**src/hw/rtl/nnsa_pkg.sv**
```systemverilog
// Shared types and constants of the nearest-neighbor scaler address generator.
// No dependencies; imported by every module of the block.
package nnsa_pkg;

   localparam int ADDR_W     = 24;
   localparam int DIM_W      = 13;
   localparam int CNT_W      = 12;
   localparam int MAX_DIM    = 4096;
   localparam int QUO_W      = 24;
   localparam int DIV_CNT_W  = $clog2(QUO_W);
   localparam int CSR_IDX_W  = 3;
   localparam int CSR_DATA_W = 24;
   localparam int REQ_DATA_W = 8;
   localparam int RSP_DATA_W = 2 * ADDR_W;

   typedef enum logic [CSR_IDX_W-1:0] {
      REG_SRC_BASE,
      REG_SRC_PITCH,
      REG_SRC_WIDTH,
      REG_SRC_HEIGHT,
      REG_DST_BASE,
      REG_DST_PITCH,
      REG_DST_WIDTH,
      REG_DST_HEIGHT
   } csr_reg_type;

   typedef enum logic [2:0] {
      ST_IDLE,
      ST_START_X,
      ST_DIV_X,
      ST_DIV_Y,
      ST_OFFSET,
      ST_SUM
   } state_type;

   typedef struct packed {
      logic emit;
      logic clear;
      logic div_start;
      logic div_sel_y;
      logic cap_x;
      logic cap_y;
      logic calc_off;
      logic load_out;
   } cmd_type;

   typedef struct packed {
      logic dims_empty;
      logic pix_last;
      logic div_done;
      logic out_free;
   } status_type;

   function automatic logic [DIM_W-1:0] clamp_dim(input logic [DIM_W-1:0] v);
      return (v > DIM_W'(MAX_DIM)) ? DIM_W'(MAX_DIM) : v;
   endfunction

endpackage

```
**src/hw/rtl/nnsa_div.sv**
```systemverilog
// Restoring divider, one quotient bit per cycle, for the scale indexes.
// Depends on nnsa_pkg.
module nnsa_div
   import nnsa_pkg::*;
(
   input  logic                       clock,
   input  logic                       reset,
   input  logic                       start,
   input  logic [nnsa_pkg::QUO_W-1:0] dividend,
   input  logic [nnsa_pkg::DIM_W-1:0] divisor,
   output logic                       done,
   output logic [nnsa_pkg::QUO_W-1:0] quotient
);

   logic                 run_ff, run_in;
   logic                 done_ff, done_in;
   logic [DIV_CNT_W-1:0] cnt_ff, cnt_in;
   logic [QUO_W-1:0]     quo_ff, quo_in;
   logic [DIM_W-1:0]     rem_ff, rem_in;
   logic [DIM_W-1:0]     div_ff, div_in;
   logic [DIM_W-1:0]     rem_sh;
   logic                 ge;

   always_comb begin
      rem_sh  = {rem_ff[DIM_W-2:0], quo_ff[QUO_W-1]};
      ge      = (rem_sh >= div_ff);
      run_in  = run_ff;
      done_in = 1'b0;
      cnt_in  = cnt_ff;
      quo_in  = quo_ff;
      rem_in  = rem_ff;
      div_in  = div_ff;
      if (start) begin
         run_in = 1'b1;
         cnt_in = '0;
         quo_in = dividend;
         rem_in = '0;
         div_in = divisor;
      end else if (run_ff) begin
         quo_in = {quo_ff[QUO_W-2:0], ge};
         rem_in = ge ? (rem_sh - div_ff) : rem_sh;
         cnt_in = cnt_ff + DIV_CNT_W'(1);
         if (cnt_ff == DIV_CNT_W'(QUO_W - 1)) begin
            run_in  = 1'b0;
            done_in = 1'b1;
         end
      end
   end

   always_ff @(posedge clock) begin
      if (reset) begin
         run_ff  <= 1'b0;
         done_ff <= 1'b0;
         cnt_ff  <= '0;
      end else begin
         run_ff  <= run_in;
         done_ff <= done_in;
         cnt_ff  <= cnt_in;
      end
   end

   always_ff @(posedge clock) begin
      quo_ff <= quo_in;
      rem_ff <= rem_in;
      div_ff <= div_in;
   end

   assign done     = done_ff;
   assign quotient = (div_ff == '0) ? '0 : quo_ff;

endmodule

```
**src/hw/rtl/nnsa_dp.sv**
```systemverilog
// Datapath: registers, pixel counters, products, divider and output register.
// Depends on nnsa_pkg and nnsa_div.
module nnsa_dp
   import nnsa_pkg::*;
(
   input  logic                            clock,
   input  logic                            reset,
   input  nnsa_pkg::cmd_type               cmd,
   output nnsa_pkg::status_type            status,
   input  logic                            csr_wen,
   input  logic [nnsa_pkg::CSR_IDX_W-1:0]  csr_index,
   input  logic [nnsa_pkg::CSR_DATA_W-1:0] csr_wdata,
   input  logic                            req_restart,
   output logic                            rsp_tvalid,
   input  logic                            rsp_tready,
   output logic [nnsa_pkg::RSP_DATA_W-1:0] rsp_tdata,
   output logic                            rsp_tlast
);

   localparam int PROD_W = CNT_W + DIM_W;
   localparam int SPROD_W = QUO_W + DIM_W;

   logic [ADDR_W-1:0] src_base_ff, dst_base_ff;
   logic [DIM_W-1:0]  src_pitch_ff, src_width_ff, src_height_ff;
   logic [DIM_W-1:0]  dst_pitch_ff, dst_width_ff, dst_height_ff;

   logic [CNT_W-1:0]  col_ff, row_ff, cur_col_ff, cur_row_ff;
   logic              last_ff;
   logic [QUO_W-1:0]  sx_ff, sy_ff;
   logic [ADDR_W-1:0] src_off_ff, dst_off_ff;
   logic              out_valid_ff;
   logic [RSP_DATA_W-1:0] out_data_ff;
   logic              out_last_ff;

   logic [DIM_W-1:0]  sw_c, sh_c, dw_c, dh_c;
   logic [CNT_W-1:0]  pix_col, pix_row;
   logic              row_end, pix_last;
   logic [PROD_W-1:0] prod_x, prod_y, prod_d;
   logic [SPROD_W-1:0] prod_s;
   logic [QUO_W-1:0]  div_dividend, div_quotient;
   logic [DIM_W-1:0]  div_divisor;
   logic              div_done;
   logic [ADDR_W-1:0] src_sum, dst_sum;

   always_ff @(posedge clock) begin
      if (reset) begin
         src_base_ff   <= '0;
         src_pitch_ff  <= DIM_W'(1);
         src_width_ff  <= '0;
         src_height_ff <= '0;
         dst_base_ff   <= '0;
         dst_pitch_ff  <= DIM_W'(1);
         dst_width_ff  <= '0;
         dst_height_ff <= '0;
      end else if (csr_wen) begin
         case (csr_reg_type'(csr_index))
            REG_SRC_BASE:   src_base_ff   <= csr_wdata[ADDR_W-1:0];
            REG_SRC_PITCH:  src_pitch_ff  <= csr_wdata[DIM_W-1:0];
            REG_SRC_WIDTH:  src_width_ff  <= csr_wdata[DIM_W-1:0];
            REG_SRC_HEIGHT: src_height_ff <= csr_wdata[DIM_W-1:0];
            REG_DST_BASE:   dst_base_ff   <= csr_wdata[ADDR_W-1:0];
            REG_DST_PITCH:  dst_pitch_ff  <= csr_wdata[DIM_W-1:0];
            REG_DST_WIDTH:  dst_width_ff  <= csr_wdata[DIM_W-1:0];
            REG_DST_HEIGHT: dst_height_ff <= csr_wdata[DIM_W-1:0];
            default: ;
         endcase
      end
   end

   always_comb begin
      sw_c     = clamp_dim(src_width_ff);
      sh_c     = clamp_dim(src_height_ff);
      dw_c     = clamp_dim(dst_width_ff);
      dh_c     = clamp_dim(dst_height_ff);
      pix_col  = req_restart ? '0 : col_ff;
      pix_row  = req_restart ? '0 : row_ff;
      row_end  = ((DIM_W'(pix_col) + DIM_W'(1)) >= dw_c);
      pix_last = row_end && ((DIM_W'(pix_row) + DIM_W'(1)) >= dh_c);
   end

   always_ff @(posedge clock) begin
      if (reset) begin
         col_ff <= '0;
         row_ff <= '0;
      end else if (cmd.clear) begin
         col_ff <= '0;
         row_ff <= '0;
      end else if (cmd.emit) begin
         if (pix_last) begin
            col_ff <= '0;
            row_ff <= '0;
         end else if (row_end) begin
            col_ff <= '0;
            row_ff <= pix_row + CNT_W'(1);
         end else begin
            col_ff <= pix_col + CNT_W'(1);
            row_ff <= pix_row;
         end
      end
   end

   always_comb begin
      prod_x       = PROD_W'(cur_col_ff) * PROD_W'(sw_c);
      prod_y       = PROD_W'(cur_row_ff) * PROD_W'(sh_c);
      prod_d       = PROD_W'(cur_row_ff) * PROD_W'(dst_pitch_ff);
      prod_s       = SPROD_W'(sy_ff) * SPROD_W'(src_pitch_ff);
      div_dividend = cmd.div_sel_y ? prod_y[QUO_W-1:0] : prod_x[QUO_W-1:0];
      div_divisor  = cmd.div_sel_y ? dh_c : dw_c;
      src_sum      = src_base_ff + src_off_ff + sx_ff[ADDR_W-1:0];
      dst_sum      = dst_base_ff + dst_off_ff + ADDR_W'(cur_col_ff);
   end

   nnsa_div u_div (
      .clock    (clock),
      .reset    (reset),
      .start    (cmd.div_start),
      .dividend (div_dividend),
      .divisor  (div_divisor),
      .done     (div_done),
      .quotient (div_quotient)
   );

   always_ff @(posedge clock) begin
      if (cmd.emit) begin
         cur_col_ff <= pix_col;
         cur_row_ff <= pix_row;
         last_ff    <= pix_last;
      end
      if (cmd.cap_x) begin
         sx_ff <= div_quotient;
      end
      if (cmd.cap_y) begin
         sy_ff <= div_quotient;
      end
      if (cmd.calc_off) begin
         src_off_ff <= prod_s[ADDR_W-1:0];
         dst_off_ff <= prod_d[ADDR_W-1:0];
      end
      if (cmd.load_out) begin
         out_data_ff <= {dst_sum, src_sum};
         out_last_ff <= last_ff;
      end
   end

   always_ff @(posedge clock) begin
      if (reset) begin
         out_valid_ff <= 1'b0;
      end else if (cmd.load_out) begin
         out_valid_ff <= 1'b1;
      end else if (rsp_tready) begin
         out_valid_ff <= 1'b0;
      end
   end

   assign status.dims_empty = (dst_width_ff == '0) || (dst_height_ff == '0);
   assign status.pix_last   = pix_last;
   assign status.div_done   = div_done;
   assign status.out_free   = !out_valid_ff || rsp_tready;

   assign rsp_tvalid = out_valid_ff;
   assign rsp_tdata  = out_data_ff;
   assign rsp_tlast  = out_last_ff;

endmodule

```
**src/hw/rtl/nnsa_ctrl.sv**
```systemverilog
// Controller: sequences one pixel through the datapath and tracks the active rectangle.
// Depends on nnsa_pkg.
module nnsa_ctrl
   import nnsa_pkg::*;
(
   input  logic                 clock,
   input  logic                 reset,
   input  logic                 req_tvalid,
   input  logic                 req_restart,
   output logic                 req_tready,
   input  nnsa_pkg::status_type status,
   output nnsa_pkg::cmd_type    cmd
);

   state_type state_ff, state_in;
   logic      busy_ff, busy_in;

   always_ff @(posedge clock) begin
      if (reset) begin
         state_ff <= ST_IDLE;
         busy_ff  <= 1'b0;
      end else begin
         state_ff <= state_in;
         busy_ff  <= busy_in;
      end
   end

   always_comb begin
      state_in   = state_ff;
      busy_in    = busy_ff;
      req_tready = 1'b0;
      cmd        = '0;
      case (state_ff)
         ST_IDLE: begin
            req_tready = 1'b1;
            if (req_tvalid) begin
               if (req_restart && status.dims_empty) begin
                  cmd.clear = 1'b1;
                  busy_in   = 1'b0;
               end else if (req_restart || busy_ff) begin
                  cmd.emit = 1'b1;
                  busy_in  = !status.pix_last;
                  state_in = ST_START_X;
               end
            end
         end
         ST_START_X: begin
            cmd.div_start = 1'b1;
            state_in      = ST_DIV_X;
         end
         ST_DIV_X: begin
            if (status.div_done) begin
               cmd.cap_x     = 1'b1;
               cmd.div_start = 1'b1;
               cmd.div_sel_y = 1'b1;
               state_in      = ST_DIV_Y;
            end
         end
         ST_DIV_Y: begin
            if (status.div_done) begin
               cmd.cap_y = 1'b1;
               state_in  = ST_OFFSET;
            end
         end
         ST_OFFSET: begin
            cmd.calc_off = 1'b1;
            state_in     = ST_SUM;
         end
         ST_SUM: begin
            if (status.out_free) begin
               cmd.load_out = 1'b1;
               state_in     = ST_IDLE;
            end
         end
         default: begin
            state_in = ST_IDLE;
         end
      endcase
   end

endmodule

```
**src/hw/rtl/nearest_neighbor_scaler_addr.sv**
```systemverilog
// Nearest-neighbor scaler address generator, top level.
// A new request is taken only after the last response is in the output register,
// and the shared 24-step divider runs once for the column and once for the row.
// Items with no response (empty rectangle, advance while idle) end in the idle state.
// Synchronous active-high reset clears the counters, the rectangle state and the
// registers to their defaults (pitches 1, all else 0); the output holds no transfer.
module nearest_neighbor_scaler_addr
   import nnsa_pkg::*;
(
   input  logic                            clock,
   input  logic                            reset,
   input  logic                            req_tvalid,
   output logic                            req_tready,
   input  logic [nnsa_pkg::REQ_DATA_W-1:0] req_tdata,  // [0] restart
   output logic                            rsp_tvalid,
   input  logic                            rsp_tready,
   output logic [nnsa_pkg::RSP_DATA_W-1:0] rsp_tdata,  // [23:0] src_addr, [47:24] dst_addr
   output logic                            rsp_tlast,
   input  logic                            csr_wen,
   input  logic [nnsa_pkg::CSR_IDX_W-1:0]  csr_index,
   input  logic [nnsa_pkg::CSR_DATA_W-1:0] csr_wdata
);

   cmd_type    cmd;
   status_type status;
   logic       req_restart;

   assign req_restart = req_tdata[0];

   nnsa_ctrl u_ctrl (
      .clock       (clock),
      .reset       (reset),
      .req_tvalid  (req_tvalid),
      .req_restart (req_restart),
      .req_tready  (req_tready),
      .status      (status),
      .cmd         (cmd)
   );

   nnsa_dp u_dp (
      .clock       (clock),
      .reset       (reset),
      .cmd         (cmd),
      .status      (status),
      .csr_wen     (csr_wen),
      .csr_index   (csr_index),
      .csr_wdata   (csr_wdata),
      .req_restart (req_restart),
      .rsp_tvalid  (rsp_tvalid),
      .rsp_tready  (rsp_tready),
      .rsp_tdata   (rsp_tdata),
      .rsp_tlast   (rsp_tlast)
   );

endmodule

```
**config.mk**
```make
export PLATFORM = sky130hd
export DESIGN_NAME = nearest_neighbor_scaler_addr
export DESIGN_NICKNAME = d
export VERILOG_FILES = /design/src/hw/rtl/nnsa_pkg.sv /design/src/hw/rtl/nnsa_div.sv /design/src/hw/rtl/nnsa_dp.sv /design/src/hw/rtl/nnsa_ctrl.sv /design/src/hw/rtl/nearest_neighbor_scaler_addr.sv
export SDC_FILE = /design/constraint.sdc
export NUM_CORES = 2
export LEC_CHECK = 0
export ABC_AREA = 1
export ABC_CLOCK_PERIOD_IN_PS = 14100
export BUFFER_PORTS_ARGS = -buffer_cell sky130_fd_sc_hd__buf_2
export CAP_MARGIN = 20
export CORE_ASPECT_RATIO = 0.5
export CORE_MARGIN = 2
export CORE_UTILIZATION = 70
export DETAILED_ROUTE_END_ITERATION = 8
export GPL_TIMING_DRIVEN = 0
export PLACE_DENSITY = 0.93
export SKIP_LAST_GASP = 1
export SLEW_MARGIN = 20
export SYNTH_ARGS = -nofsm -noshare
export SYNTH_HDL_FRONTEND = slang
export SYNTH_SLANG_ARGS = --single-unit
```
**constraint.sdc**
```tcl
create_clock -name clock -period 14.1 [get_ports clock]
set_input_delay 1.41 -clock clock [delete_from_list [all_inputs] [get_ports clock]]
set_output_delay 1.41 -clock clock [all_outputs]
set_load 0.03 [all_outputs]
```
==> out/qor.txt <==
Async SR Flop Fraction -> 0
Post-route DRC -> 0
TNS Setup -> 0 ps
Final Hold Fails -> 0
Worst Setup Start Kind -> flip-flop
slowest stage cell, crit path -> clkbuf_1
Post-Synthesis Cell Area -> 0.04181 mm²
worst slack, placed -> 7699 ps
Post-Route WL -> 124,500 µm
# Post-CTS Setup Buffers -> 0
Clock transition at path regs -> 80 ps
# resized after CTS -> 0
Avg Inst Size Synth -> 7.924 µm²
min cycle time layout -> 6762 ps
Mapped Cells -> 5,277
CP required -> 14,520 ps
CTS tree -> done
Post-synth EDFFs -> 207
maxcap violations -> 0
Die Ht -> 176.8 µm
switching power total -> 1305 µW
clock network fraction of design power -> 0.301
Port Buf Inserts -> 73
antenna violations before repair -> 6
top cells by area, synth -> fa_1 (26%), edfxtp_1 (15%), nand2_1 (11%), inv_1 (9.9%), ha_1 (9.6%)
layout cells sized above 1 -> 0.04573
number of routed nets with antenna violations -> 0
std cell rows -> 63
DR iter-0 viols -> 4,894
Synth area leader -> fa_1
LEAKAGE -> 0.02305 µW
GPL Wtd Cong -> 1.021
Die X-Extent -> 349.6 µm
first-pass GRT wire length -> 193,600 µm
hold buffers post-CTS -> 0
syn_nets -> 6,173
Hold WC Path Type -> reg -> reg
commonest non-fill, non-tap cell in the layout -> nand2_1
fill count -> 4,123
Wirelength per Cell -> 20.06 µm
Tot GR Track Use -> 0.4065
clk sink count -> 381
critical path, cell by cell -> clkbuf_1 -> clkbuf_1 -> nand2_1 -> fa_1 -> fa_1 -> fa_1 -> inv_1 -> fa_1 -> inv_1 -> fa_1 -> inv_1 -> ha_1 -> nand2_1 -> nor2_1 -> nand2_1 -> nand3_1 -> nand2_1 -> nand2_1 -> o21ai_0 -> o21ai_0 -> nand2_1 -> nand2_1
core area -> 0.05912 mm²
Post-DP HPWL -> 96,980 µm
via count -> 37,270
vias in the first global route -> 36,850
Clock Skews -> 15.44 ps
Design Area, Final -> 0.04455 mm²
power density over the cells -> 80.39 mW/mm²
register share of total power -> 0.372
CP Capture Type -> flip-flop
Starting Density -> 0.7073
Root Buffer -> clkbuf_16
max-slew violation count -> 0
worst slew pin tran -> 1307 ps
CTS Buf Count -> 37
Tcrit/Tclk final -> 0.4796
top cell type's share of synthesized area -> 0.2557
setup ws final -> 7338 ps
crit path buf inv count -> 5
Worst Path Max Fanout -> 10
Finish-stage setup viols -> 0
Min Hold Slack -> 455.2 ps
worst path arrival time -> 7190 ps
gr ovfl total -> 0
RSZ-0062 raised after global routing -> false
CTS max path bufs -> 3
Worst-Skew Late Latency -> 560 ps
Comb power frac -> 0.327
DP Area -> 0.04324 mm²
ys flop type -> edfxtp_1
Cell variety after synth -> 58
sequential area share after synthesis -> 0.2320
crit-path most repeated cell -> nand2_1
number of H-tree levels -> 2
Slew headroom -> 0.1286
most frequent cells in the layout -> nand2_1 (1,231), inv_1 (1,105), nor2_1 (555), fa_1 (534), ha_1 (322)
Crit Path Class -> reg -> reg
Pint -> 2277 µW
VDD IR max -> 0.08529 mV
Vias/cell -> 6.005
fmax -> 0.1479 GHz
Final #Nets -> 6,290
flops & latches, synth -> 381
worst stage delay on the critical path -> 680 ps
Ys Warns -> 0
I/O pin count -> 91
die area -> 0.06182 mm²
status -> complete, no violations
switching share of power -> 0.3643
largest net degree at the start of global routing -> 35
First-pass DRT Iterations -> 7
Overall Power -> 3581 µW
CP delay by family, top -> adder cells
Syn-to-layout area delta -> 6.550%
metal layers:
metal | global-route usage | part of all wire | vias to the layer above
met5 | 0 | 0.00025 | -
met4 | 0.2381 | 0.065 | 4
met3 | 0.1152 | 0.14 | 628
met2 | 0.6314 | 0.44 | 2642
met1 | 0.5134 | 0.35 | 17650
li1 | - | - | 16340
synth_stat cells (all sizes together) (30+ instances only):
library cell,instances
o21ai,237
nor3,30
inv,1115
fa,534
edfxtp,207
buf,43
nand4,64
dfxtp,174
nor2,582
xnor2,44
xor2,75
nand3,162
a21oi,200
ha,322
clkbuf,140
nand2,1240
worst paths after layout:
| kind | to | slack [ps] | cells past startpoint | start |
|---|---|---|---|---|
| max | u_dp.u_div.quo_ff[15] | 7340 | 22 | u_dp.cur_row_ff[5] |
| min | u_dp.rsp_tlast | 460 | 0 | u_dp.last_ff |
| max reg2reg | u_dp.u_div.quo_ff[15] | 7340 | 22 | u_dp.cur_row_ff[5] |
| min reg2reg | u_dp.rsp_tlast | 460 | 0 | u_dp.last_ff |
layout make-up:
type                       instances  area [µm²]  share of cell area
timing repair buffer              78       451.7             0.01014
sequential                       381        9699              0.2177
antenna                            4       10.01           0.0002247
buffer                           183       765.7             0.01719
tap                              780       975.9             0.02191
multi-input combinational       3596       27170              0.6099
clock inverter                    18       203.9            0.004578
clock buffer                      50        1077             0.02418
inverter                        1117        4194             0.09414
cells by family after synthesis:
| family | after synthesis | share of synthesized area |
|---|---|---|
| AO/OA/AOI/OAI | 510 | 0.06589 |
| XOR/XNOR | 119 | 0.02511 |
| adder cells (fa/ha/maj) | 856 | 0.3520 |
| buffers and inverters | 1300 | 0.1185 |
| flip-flops | 381 | 0.2320 |
| AND/OR/NAND/NOR | 2111 | 0.2065 |
flip-flops by register name (all words and copies together) (netlist names), 24 cells and up:
name and count:
u_dp.src_base_ff 24, u_dp.u_div.quo_ff 24, u_dp.sy_ff 24, u_dp.dst_base_ff 24
u_dp.dst_off_ff 24, u_dp.src_off_ff 24, u_dp.sx_ff 24, u_dp.rsp_tdata 48
per-stage QoR:
step                utilization  std cells
finish                   0.7536       6207
global route             0.7534       6203
CTS                      0.7531       6202
detailed placement       0.7315       6134
global placement         0.7299       6130
floorplan                     -       5277
power by group through the flow:
stage	Clock [µW]	Sequential [µW]	Combinational, µW
6_report	1080	1330	1170
5_1_grt	1120	1340	1280
4_1_cts	1070	1330	1130
3_5_place_dp	0	1350	1120
3_3_place_gp	0	1350	1070
2_1_floorplan	0	1330	796
No activity file was read; power rests on OpenSTA's default activity.
